## config.mk

```make
export PLATFORM = sky130hd
export DESIGN_NAME = phase_area_perimeter_counter_flat
export DESIGN_NICKNAME = d
export VERILOG_FILES = /design/src/rtl/pac_pkg.sv /design/src/rtl/pac_req_if.sv /design/src/rtl/pac_rsp_if.sv /design/src/rtl/pac_ram.sv /design/src/rtl/pac_cell.sv /design/src/rtl/phase_area_perimeter_counter.sv /design/src/flat_wrapper.sv
export SDC_FILE = /design/constraint.sdc
export NUM_CORES = 2
export LEC_CHECK = 0
export ABC_CLOCK_PERIOD_IN_PS = 18600
export CORE_MARGIN = 8
export CORE_UTILIZATION = 63
export CTS_CLUSTER_SIZE = 16
export DETAILED_ROUTE_END_ITERATION = 10
export DONT_BUFFER_PORTS = 1
export MAX_ROUTING_LAYER = met4
export PLACE_DENSITY_LB_ADDON = 0.2
export SYNTH_ARGS = -nofsm -noshare
export SYNTH_HDL_FRONTEND = slang
export SYNTH_SLANG_ARGS = --single-unit
```

## constraint.sdc

```tcl
create_clock -name clock -period 18.6 [get_ports clock]
set_input_delay 2.79 -clock clock [delete_from_list [all_inputs] [get_ports clock]]
set_output_delay 2.79 -clock clock [all_outputs]
set_load 0.01 [all_outputs]
```

## src/rtl/pac_pkg.sv

```systemverilog
package pac_pkg;

   // Fixed field widths
   localparam int ID_W    = 8;
   localparam int MASK_W  = 8;
   localparam int SIZE_W  = 11;
   localparam int AREA_W  = 20;
   localparam int PERIM_W = 22;
   localparam int PORE_W  = 21;

   // Phase ids at or above this limit are never selected
   localparam int PHASE_BITS = 8;
   localparam int SEL_LIMIT  = (PHASE_BITS < MASK_W) ? PHASE_BITS : MASK_W;
   localparam int MASK_IDX_W = $clog2(MASK_W);

   // Default line store depth
   localparam int MAX_LINE_DEF = 1024;

   // Per-pixel flags: bit 0 pore, bit 1 selected
   localparam int FLAG_W    = 2;
   localparam int FLAG_PORE = 0;
   localparam int FLAG_SEL  = 1;

   // One window column holds three rows of flags: up, middle, current
   localparam int COL_FLAGS_W = 3 * FLAG_W;
   localparam int WIN_COLS    = 3;

   // Reset values of the control registers
   localparam logic [MASK_W-1:0] MASK_RESET = MASK_W'(1);
   localparam logic [SIZE_W-1:0] SIZE_RESET = SIZE_W'(1024);
   localparam int SIZE_MIN = 3;

   // Control register indexes
   localparam int CSR_IDX_W = 2;
   typedef enum logic [CSR_IDX_W-1:0] {
      CSR_PHASE_MASK = 2'd0,
      CSR_ROW_COUNT  = 2'd1,
      CSR_ROW_LENGTH = 2'd2
   } csr_index_type;

   // Shift / clear control for the window cells
   typedef struct packed {
      logic shift;
      logic clear;
   } cell_ctrl_type;

endpackage

```

## src/rtl/pac_req_if.sv

```systemverilog
interface pac_req_if;
   logic                     valid;
   logic                     ready;
   logic [pac_pkg::ID_W-1:0] phase_id;

   modport source (output valid, output phase_id, input ready);
   modport sink   (input valid, input phase_id, output ready);
endinterface

```

## src/rtl/pac_rsp_if.sv

```systemverilog
interface pac_rsp_if;
   logic                        valid;
   logic                        ready;
   logic [pac_pkg::AREA_W-1:0]  area_count;
   logic [pac_pkg::PERIM_W-1:0] perimeter_count;
   logic [pac_pkg::PORE_W-1:0]  pore_count;

   modport source (output valid, output area_count, output perimeter_count,
                   output pore_count, input ready);
   modport sink   (input valid, input area_count, input perimeter_count,
                   input pore_count, output ready);
endinterface

```

## src/rtl/pac_ram.sv

```systemverilog
module pac_ram #(
   parameter int WIDTH = 4,
   parameter int DEPTH = 1024
) (
   input  logic                     clock,
   input  logic                     wr_en,
   input  logic [$clog2(DEPTH)-1:0] wr_addr,
   input  logic [WIDTH-1:0]         wr_data,
   input  logic [$clog2(DEPTH)-1:0] rd_addr,
   output logic [WIDTH-1:0]         rd_data
);

   logic [WIDTH-1:0] mem_ff [DEPTH];
   logic [WIDTH-1:0] rd_data_ff;

   always_ff @(posedge clock) begin
      if (wr_en) begin
         mem_ff[wr_addr] <= wr_data;
      end
      rd_data_ff <= mem_ff[rd_addr];
   end

   assign rd_data = rd_data_ff;

endmodule

```

## src/rtl/pac_cell.sv

```systemverilog
module pac_cell (
   input  logic                               clock,
   input  logic                               reset,
   input  pac_pkg::cell_ctrl_type             ctrl,
   input  logic [pac_pkg::COL_FLAGS_W-1:0]    din,
   output logic [pac_pkg::COL_FLAGS_W-1:0]    q
);

   logic [pac_pkg::COL_FLAGS_W-1:0] col_ff;
   logic [pac_pkg::COL_FLAGS_W-1:0] col_in;

   // On a shift, take the neighbor's column, or empty at the end of a row; otherwise hold
   always_comb begin
      col_in = col_ff;
      if (ctrl.shift) begin
         col_in = ctrl.clear ? '0 : din;
      end
   end

   always_ff @(posedge clock) begin
      if (reset) begin
         col_ff <= '0;
      end else begin
         col_ff <= col_in;
      end
   end

   assign q = col_ff;

endmodule

```

## src/rtl/phase_area_perimeter_counter.sv

```systemverilog
// Area and 4-neighbor perimeter counter for a phase image.
// req_chan: one phase-id pixel per request, raster order, row by row.
// rsp_chan: one result per frame (area, perimeter, pore count), issued
//   for the last pixel of the frame.
// csr_*: write-only control registers (phase mask, rows, row length),
//   written while the block is idle (the user's duty; the block does not
//   enforce it); sizes are clamped to 3..MAX_LINE.
// Throughput: one pixel per clock while req_chan.ready is high (see below).
//   The line store is read at the edge that accepts a pixel, which then
//   enters the window stage; a frame's result is registered from there.
// A pending result does not stop the stream: ready drops only for the
//   last pixel of the next frame while the previous result is still
//   held by the receiver.
// Reset clears position, window and totals and loads the register
//   defaults; the line stores are not cleared, as what a frame's first
//   two rows read from them never reaches the counts.
module phase_area_perimeter_counter #(
   parameter int MAX_LINE = pac_pkg::MAX_LINE_DEF
) (
   input  logic                          clock,
   input  logic                          reset,
   pac_req_if.sink                       req_chan,
   pac_rsp_if.source                     rsp_chan,
   input  logic                          csr_write,
   input  pac_pkg::csr_index_type        csr_index,
   input  logic [pac_pkg::SIZE_W-1:0]    csr_data
);

   localparam int CNT_W  = $clog2(MAX_LINE);
   localparam int CMP_W  = ((CNT_W + 1 > pac_pkg::SIZE_W) ? CNT_W + 1 : pac_pkg::SIZE_W) + 1;
   localparam int LINE_W = 2 * pac_pkg::FLAG_W;

   // Control registers
   logic [pac_pkg::MASK_W-1:0] mask_ff;
   logic [pac_pkg::SIZE_W-1:0] rows_ff;
   logic [pac_pkg::SIZE_W-1:0] len_ff;

   always_ff @(posedge clock) begin
      if (reset) begin
         mask_ff <= pac_pkg::MASK_RESET;
         rows_ff <= pac_pkg::SIZE_RESET;
         len_ff  <= pac_pkg::SIZE_RESET;
      end else if (csr_write) begin
         unique case (csr_index)
            pac_pkg::CSR_PHASE_MASK: mask_ff <= csr_data[pac_pkg::MASK_W-1:0];
            pac_pkg::CSR_ROW_COUNT:  rows_ff <= csr_data;
            pac_pkg::CSR_ROW_LENGTH: len_ff  <= csr_data;
            default: ;
         endcase
      end
   end

   // Clamp sizes into 3..MAX_LINE
   logic [CMP_W-1:0] rows_ext, len_ext, rows_lim, len_lim;

   always_comb begin
      rows_ext = CMP_W'(rows_ff);
      len_ext  = CMP_W'(len_ff);
      if (rows_ext < CMP_W'(pac_pkg::SIZE_MIN)) begin
         rows_lim = CMP_W'(pac_pkg::SIZE_MIN);
      end else if (rows_ext > CMP_W'(MAX_LINE)) begin
         rows_lim = CMP_W'(MAX_LINE);
      end else begin
         rows_lim = rows_ext;
      end
      if (len_ext < CMP_W'(pac_pkg::SIZE_MIN)) begin
         len_lim = CMP_W'(pac_pkg::SIZE_MIN);
      end else if (len_ext > CMP_W'(MAX_LINE)) begin
         len_lim = CMP_W'(MAX_LINE);
      end else begin
         len_lim = len_ext;
      end
   end

   // Entry stage: position, frame boundaries and pixel flags
   logic [CNT_W-1:0]           col_ff, row_ff;
   logic [CMP_W-1:0]           col_next, row_next;
   logic                       s0_row_end, s0_frame_end, s0_interior;
   logic [pac_pkg::FLAG_W-1:0] s0_flags;
   logic                       req_accept;
   logic                       rsp_valid_ff;

   always_comb begin
      col_next     = CMP_W'(col_ff) + CMP_W'(1);
      row_next     = CMP_W'(row_ff) + CMP_W'(1);
      s0_row_end   = (col_next >= len_lim);
      s0_frame_end = s0_row_end && (row_next >= rows_lim);
      s0_interior  = (CMP_W'(col_ff) >= CMP_W'(2)) && (CMP_W'(row_ff) >= CMP_W'(2))
                     && (col_next <= len_lim) && (row_next <= rows_lim);
      s0_flags[pac_pkg::FLAG_PORE] = (req_chan.phase_id == '0);
      s0_flags[pac_pkg::FLAG_SEL]  =
         (req_chan.phase_id < pac_pkg::ID_W'(pac_pkg::SEL_LIMIT))
         && mask_ff[req_chan.phase_id[pac_pkg::MASK_IDX_W-1:0]];
   end

   // Hold back only a frame's last pixel while the last result is still unread
   assign req_chan.ready = !(s0_frame_end && rsp_valid_ff && !rsp_chan.ready);
   assign req_accept     = req_chan.valid && req_chan.ready;

   always_ff @(posedge clock) begin
      if (reset) begin
         col_ff <= '0;
         row_ff <= '0;
      end else if (req_accept) begin
         if (s0_row_end) begin
            col_ff <= '0;
         end else begin
            col_ff <= col_next[CNT_W-1:0];
         end
         if (s0_frame_end) begin
            row_ff <= '0;
         end else if (s0_row_end) begin
            row_ff <= row_next[CNT_W-1:0];
         end
      end
   end

   // Window stage registers
   logic                       s1_valid_ff;
   logic                       s1_row_end_ff, s1_frame_end_ff, s1_interior_ff;
   logic [pac_pkg::FLAG_W-1:0] s1_flags_ff;
   logic [CNT_W-1:0]           s1_col_ff;

   always_ff @(posedge clock) begin
      if (reset) begin
         s1_valid_ff <= 1'b0;
      end else begin
         s1_valid_ff <= req_accept;
      end
   end

   always_ff @(posedge clock) begin
      if (req_accept) begin
         s1_row_end_ff   <= s0_row_end;
         s1_frame_end_ff <= s0_frame_end;
         s1_interior_ff  <= s0_interior;
         s1_flags_ff     <= s0_flags;
         s1_col_ff       <= col_ff;
      end
   end

   // Line store: {newer row, older row} flags per column
   logic [LINE_W-1:0]          line_rd;
   logic [pac_pkg::FLAG_W-1:0] up_flags, mid_flags;

   assign up_flags  = line_rd[pac_pkg::FLAG_W-1:0];
   assign mid_flags = line_rd[LINE_W-1:pac_pkg::FLAG_W];

   pac_ram #(
      .WIDTH (LINE_W),
      .DEPTH (MAX_LINE)
   ) u_line_store (
      .clock   (clock),
      .wr_en   (s1_valid_ff),
      .wr_addr (s1_col_ff),
      .wr_data ({s1_flags_ff, mid_flags}),
      .rd_addr (col_ff),
      .rd_data (line_rd)
   );

   // Row of window cells: cell 0 oldest column, new column enters the last
   logic [pac_pkg::COL_FLAGS_W-1:0] new_col;
   logic [pac_pkg::COL_FLAGS_W-1:0] cell_q [pac_pkg::WIN_COLS];
   pac_pkg::cell_ctrl_type          cell_ctrl;

   assign new_col         = {s1_flags_ff, mid_flags, up_flags};
   assign cell_ctrl.shift = s1_valid_ff;
   assign cell_ctrl.clear = s1_row_end_ff;

   for (genvar k = 0; k < pac_pkg::WIN_COLS; k++) begin : g_cell
      pac_cell u_cell (
         .clock (clock),
         .reset (reset),
         .ctrl  (cell_ctrl),
         .din   ((k == pac_pkg::WIN_COLS - 1) ? new_col : cell_q[(k + 1) % pac_pkg::WIN_COLS]),
         .q     (cell_q[k])
      );
   end

   // Centre after the shift is the old last cell; left is the old middle cell
   logic [pac_pkg::COL_FLAGS_W-1:0] centre_col, left_col;
   logic                            count_en;
   logic [2:0]                      edges;

   always_comb begin
      centre_col = cell_q[pac_pkg::WIN_COLS-1];
      left_col   = cell_q[pac_pkg::WIN_COLS-2];
      count_en   = s1_valid_ff && s1_interior_ff
                   && centre_col[pac_pkg::FLAG_W + pac_pkg::FLAG_SEL];
      edges      = 3'(centre_col[pac_pkg::FLAG_PORE])
                 + 3'(centre_col[2*pac_pkg::FLAG_W + pac_pkg::FLAG_PORE])
                 + 3'(left_col[pac_pkg::FLAG_W + pac_pkg::FLAG_PORE])
                 + 3'(new_col[pac_pkg::FLAG_W + pac_pkg::FLAG_PORE]);
   end

   // Frame totals
   logic [pac_pkg::AREA_W-1:0]  area_ff, area_in;
   logic [pac_pkg::PERIM_W-1:0] perim_ff, perim_in;
   logic [pac_pkg::PORE_W-1:0]  pore_ff, pore_in;

   always_comb begin
      area_in  = area_ff;
      perim_in = perim_ff;
      pore_in  = pore_ff;
      if (count_en) begin
         area_in  = area_ff + pac_pkg::AREA_W'(1);
         perim_in = perim_ff + pac_pkg::PERIM_W'(edges);
      end
      if (s1_valid_ff && s1_flags_ff[pac_pkg::FLAG_PORE]) begin
         pore_in = pore_ff + pac_pkg::PORE_W'(1);
      end
   end

   always_ff @(posedge clock) begin
      if (reset) begin
         area_ff  <= '0;
         perim_ff <= '0;
         pore_ff  <= '0;
      end else if (s1_valid_ff && s1_frame_end_ff) begin
         area_ff  <= '0;
         perim_ff <= '0;
         pore_ff  <= '0;
      end else begin
         area_ff  <= area_in;
         perim_ff <= perim_in;
         pore_ff  <= pore_in;
      end
   end

   // Result register
   logic [pac_pkg::AREA_W-1:0]  rsp_area_ff;
   logic [pac_pkg::PERIM_W-1:0] rsp_perim_ff;
   logic [pac_pkg::PORE_W-1:0]  rsp_pore_ff;

   always_ff @(posedge clock) begin
      if (reset) begin
         rsp_valid_ff <= 1'b0;
      end else if (s1_valid_ff && s1_frame_end_ff) begin
         rsp_valid_ff <= 1'b1;
      end else if (rsp_chan.ready) begin
         rsp_valid_ff <= 1'b0;
      end
   end

   always_ff @(posedge clock) begin
      if (s1_valid_ff && s1_frame_end_ff) begin
         rsp_area_ff  <= area_in;
         rsp_perim_ff <= perim_in;
         rsp_pore_ff  <= pore_in;
      end
   end

   assign rsp_chan.valid           = rsp_valid_ff;
   assign rsp_chan.area_count      = rsp_area_ff;
   assign rsp_chan.perimeter_count = rsp_perim_ff;
   assign rsp_chan.pore_count      = rsp_pore_ff;

   // A frame result never lands on an unread one
   assert property (@(posedge clock) disable iff (reset)
      (s1_valid_ff && s1_frame_end_ff) |-> (!rsp_valid_ff || rsp_chan.ready))
      else $error("frame result overwrote a pending result");

   // The column wraps to zero after the last pixel of a row
   assert property (@(posedge clock) disable iff (reset)
      (req_accept && s0_row_end) |=> (col_ff == '0))
      else $error("column did not wrap at row end");

   // A result appears only after a frame's last pixel leaves the window stage
   assert property (@(posedge clock) disable iff (reset)
      $rose(rsp_valid_ff) |-> $past(s1_valid_ff && s1_frame_end_ff))
      else $error("result without a finished frame");

endmodule
```

## src/flat_wrapper.sv

```systemverilog
// flat-port wrapper written by rule: the top's interface ports become plain ports
module phase_area_perimeter_counter_flat 
#(
   parameter int MAX_LINE = pac_pkg::MAX_LINE_DEF
)
  (clock, reset, csr_write, csr_index, csr_data, req_chan_valid, req_chan_phase_id, req_chan_ready, rsp_chan_valid, rsp_chan_area_count, rsp_chan_perimeter_count, rsp_chan_pore_count, rsp_chan_ready);
  pac_req_if req_chan_i ();
  pac_rsp_if rsp_chan_i ();
  input  logic clock;
  input  logic reset;
  input  logic csr_write;
  input  pac_pkg::csr_index_type csr_index;
  input  logic [pac_pkg::SIZE_W-1:0] csr_data;
  input wire logic [$bits(req_chan_i.valid)-1:0] req_chan_valid;
  input wire logic [$bits(req_chan_i.phase_id)-1:0] req_chan_phase_id;
  output wire logic [$bits(req_chan_i.ready)-1:0] req_chan_ready;
  output wire logic [$bits(rsp_chan_i.valid)-1:0] rsp_chan_valid;
  output wire logic [$bits(rsp_chan_i.area_count)-1:0] rsp_chan_area_count;
  output wire logic [$bits(rsp_chan_i.perimeter_count)-1:0] rsp_chan_perimeter_count;
  output wire logic [$bits(rsp_chan_i.pore_count)-1:0] rsp_chan_pore_count;
  input wire logic [$bits(rsp_chan_i.ready)-1:0] rsp_chan_ready;
  assign req_chan_i.valid = req_chan_valid;
  assign req_chan_i.phase_id = req_chan_phase_id;
  assign req_chan_ready = req_chan_i.ready;
  assign rsp_chan_valid = rsp_chan_i.valid;
  assign rsp_chan_area_count = rsp_chan_i.area_count;
  assign rsp_chan_perimeter_count = rsp_chan_i.perimeter_count;
  assign rsp_chan_pore_count = rsp_chan_i.pore_count;
  assign rsp_chan_i.ready = rsp_chan_ready;
  phase_area_perimeter_counter #(.MAX_LINE(MAX_LINE)) u_core (.clock(clock), .reset(reset), .req_chan(req_chan_i), .rsp_chan(rsp_chan_i), .csr_write(csr_write), .csr_index(csr_index), .csr_data(csr_data));
endmodule
```

==> results.py <==
metrics = {
    "timing": {
        "final_hold_viol_count": 0,
        "slew_headroom": -0.01039,
        "maxSlewViolCount": 5,
        "layout_setup_ws_ns": 9.952,
        "max_freq_mhz": 115.6,
        "finalClockSkew_ns": 0.07192,
        "period_needed_ns": 8.648,
        "setup_viol": 0,
        "period_share": 0.4649,
        "finalSetupTns_ns": 0,
        "worst_pin_slew_ns": 1.504,
        "grt_setup_unrepaired": "false",
    },
    "placed_design": {
        "dp_hpwl_um": 209700,
        "gp_congestion": 0.9150,
        "dp_cells": 9575,
        "post-place-ws_ns": 11.19,
        "portBuffers": 0,
    },
    "yosys": {
        "synth-edff-count": 3150,
        "yosysWarnings": 0,
        "synth_fp_nets": 7256,
        "synth.area.top_cells": "edfxtp_1, mux4_2, nor2_1",
        "async_flop_share": 0,
        "synth_cells": 7198,
        "yosysTopAreaCell": "edfxtp_1",
        "synth-seq-cells": 3273,
        "ys_seq_area_frac": 0.7407,
        "synth_area_per_cell_um2": 18.20,
        "syn-cell-area_um2": 131000,
        "synth_top_area_share": 0.7219,
        "synth_top_flop_cell": "edfxtp_1",
        "synthDistinctLibCells": 79,
    },
    "clock_network": {
        "cts_tree": "done",
        "ctsResizeCount": 0,
        "cts_sinks": 3273,
        "cts_root_buf": "clkbuf_16",
        "cts_max_path_buffers": 4,
        "clk_latency_ns": 0.96,
        "cts_setup_buffers": 0,
        "cts_made_buffers": 331,
        "cts.clk_slew.worst_paths_ns": 0.06,
        "htreeDepth": 5,
        "cts-hold-fix-buffers": 0,
    },
    "setup_path": {
        "worst_path_largest_cell_delay_ns": 0.92,
        "startpoint": "u_core.col_ff[4]",
        "ff2ff_path_depth": 10,
        "crit_end": "req_chan_ready",
        "arrival_ns": 5.86,
        "r2r_start": "u_core.col_ff[0]",
        "cp-end-kind": "primary output",
        "critical-path-slowest-cell": "dfxtp_2",
        "crit_required_ns": 15.81,
        "crit_type": "reg2out",
        "reg2reg_to": "u_core.u_line_store.rd_data[3]",
        "cp-start-kind": "flop",
        "ff2ff_setup_slack_ns": 11.80,
        "crit_chain": "nand2_2, buf_4, nor2_1, nand2_1, nor2_1, xor2_1, ha_1, nand3_1, nor3_1, inv_1, a211oi_2, inv_1",
        "cp_max_fo": 24,
    },
    "power_and_ir_drop": {
        "swShare": 0.2075,
        "power_density_nw_per_um2": 106.6,
        "clkPwrFrac": 0.426,
        "p_int_mw": 12.19,
        "ir_drop_mv": 0.1083,
        "p_sw_mw": 3.190,
        "power_frac_comb": 0.045,
        "power_leakage_nw": 43.60,
        "sequentialPowerShare": 0.529,
    },
    "finish": {
        "drive_above_1_share": 0.1977,
        "area_delta_synth_final_pct": 10.08,
        "mostFrequentLayoutCells": "edfxtp_1, nor2_1, mux4_2",
        "fill_cells": 12504,
        "stdcell_count": 10184,
        "final_common_cell": "edfxtp_1",
        "nets": 7262,
    },
    "grt": {
        "grt_pass1_vias": 71234,
        "grt_max_degree": 259,
        "grt_pass1_wl_um": 519300,
        "grt_usage": 0.3347,
        "antenna_found_initial": 31,
        "globalRoute.totalOverflow": 0,
    },
    "detailed_routing": {
        "drt_pass1_iterations": 6,
        "ant_nets": 0,
        "drcViolationCount": 0,
        "via_per_inst": 7.133,
        "drtIter0Drc": 12288,
        "post_drt_wl_per_cell_um": 35.94,
        "routed_wl_um": 366100,
        "vias": 72643,
    },
    "run": {
        "max-cap-violations": 1,
    },
    "floorplanning": {
        "io_pins": 91,
        "die_w_um": 472.1,
        "rows": 167,
        "die_area_um2": 222800,
        "die_h_um": 472.1,
        "start_util": 0.6334,
        "core-area_um2": 206900,
    },
    "worst_hold_path": {
        "hp-class": "reg2reg",
        "hold_depth": 2,
    },
    "run_status": {
        "outcome": "complete, but fails checks",
        "failed_checks": "max-capacitance violations, max-slew violations",
    },
}
==> area by class of cell <==
| cell class | count | area [um^2] | area share |
|---|---|---|---|
| Clock buffer | 422 | 8932 | 0.06192 |
| Timing Repair Buffer | 197 | 1595 | 0.01106 |
| Antenna cell | 29 | 72.57 | 0.0005031 |
| Sequential cell | 3273 | 97080 | 0.6730 |
| Multi-Input combinational cell | 3377 | 31540 | 0.2187 |
| Tap cell | 2704 | 3383 | 0.02345 |
| Clock inverter | 158 | 1550 | 0.01075 |
| Inverter | 24 | 95.09 | 0.0006592 |
==> state kept, by name, summed over array words and instances (netlist names), 11 cells and up <==
signal,flops
u_core.len_ff,11
u_core.rows_ff,11
u_core.pore_ff,21
u_core.rsp_chan.perimeter_count,22
u_core.rsp_chan.area_count,20
u_core.u_line_store.mem_ff,3072
u_core.area_ff,20
u_core.perim_ff,22
u_core.rsp_chan.pore_count,21
==> worst min path at each step <==
stage                                    to                         start
2_1_floorplan           u_core.s1_col_ff[8]              u_core.col_ff[8]
3_3_place_gp   u_core.g_cell[2].u_cell.q[3]  u_core.g_cell[2].u_cell.q[3]
3_5_place_dp               u_core.row_ff[9]              u_core.row_ff[9]
4_1_cts                    u_core.row_ff[9]              u_core.row_ff[9]
5_1_grt                    u_core.row_ff[9]              u_core.row_ff[9]
6_report       u_core.g_cell[2].u_cell.q[3]  u_core.g_cell[2].u_cell.q[3]
==> worst max-delay path: cells and delay by family (launching register included) <==
kind	cells	cell delay (ns)
xor gates and xnor gates	1	0.13
DFF	1	0.92
buffers and inverters	3	0.86
adders and majority gates	1	0.30
AOI/OAI and AO/OA	1	0.89
and+or+nand+nor	6	1.78
==> routing by layer <==
metal | up-vias | wire (um) | track usage
met5 | - | 0 | -
met4 | 0 | 20270 | 0.1584
met3 | 1000 | 52020 | 0.09654
met2 | 5859 | 165900 | 0.4812
met1 | 37184 | 127900 | 0.4485
li1 | 28600 | - | -
==> Yosys cell counts (all sizes together) (25+ instances only) <==
cell type and count:
edfxtp 3150, nor2 1134, mux4 724, buf 263, clkbuf 261, mux2i 227, nand2 223, a22oi 126
dfxtp 123, nand3 116, nor2b 90, a21oi 85, o21ai 65, xnor2 56, o22ai 44, nand4 42
nor3 40, a221oi 39, ha 29, mux2 27, nand2b 25
==> power groups by stage <==
stage / Clock, mW / Sequential [mW] / Combinational (mW)
global route: 6.85 / 8.13 / 0.717
CTS: 6.58 / 8.13 / 0.682
detailed placement: 0 / 8.29 / 0.678
floorplan: 0 / 8.46 / 0.427
global placement: 0 / 8.29 / 0.668
finish: 6.56 / 8.13 / 0.688
==> kinds of logic after synthesis <==
group	count (synthesis)	share of synthesized area
AOI/OAI and AO/OA	519	0.02804
xor gates and xnor gates	75	0.005013
adders and majority gates	32	0.003228
buffers and inverters	548	0.02116
DFF	3273	0.7407
muxes	978	0.1441
and+or+nand+nor	1773	0.05778
==> per-stage QoR <==
| stage | hold slack [ns] | total power [mW] | util | area (um^2) |
|---|---|---|---|---|
| 5_1_grt | 0.4993 | 15.69 | 0.6972 | 144200 |
| 3_5_place_dp | 0.4693 | 8.965 | 0.6463 | 133700 |
| 4_1_cts | 0.4779 | 15.39 | 0.6970 | 144200 |
| 3_3_place_gp | 0.4594 | 8.953 | 0.6461 | 133700 |
| 2_1_floorplan | 0.4064 | 8.887 | - | 131000 |
| 6_report | 0.4808 | 15.37 | 0.6973 | 144200 |
No activity file was read; power rests on OpenSTA's default activity.
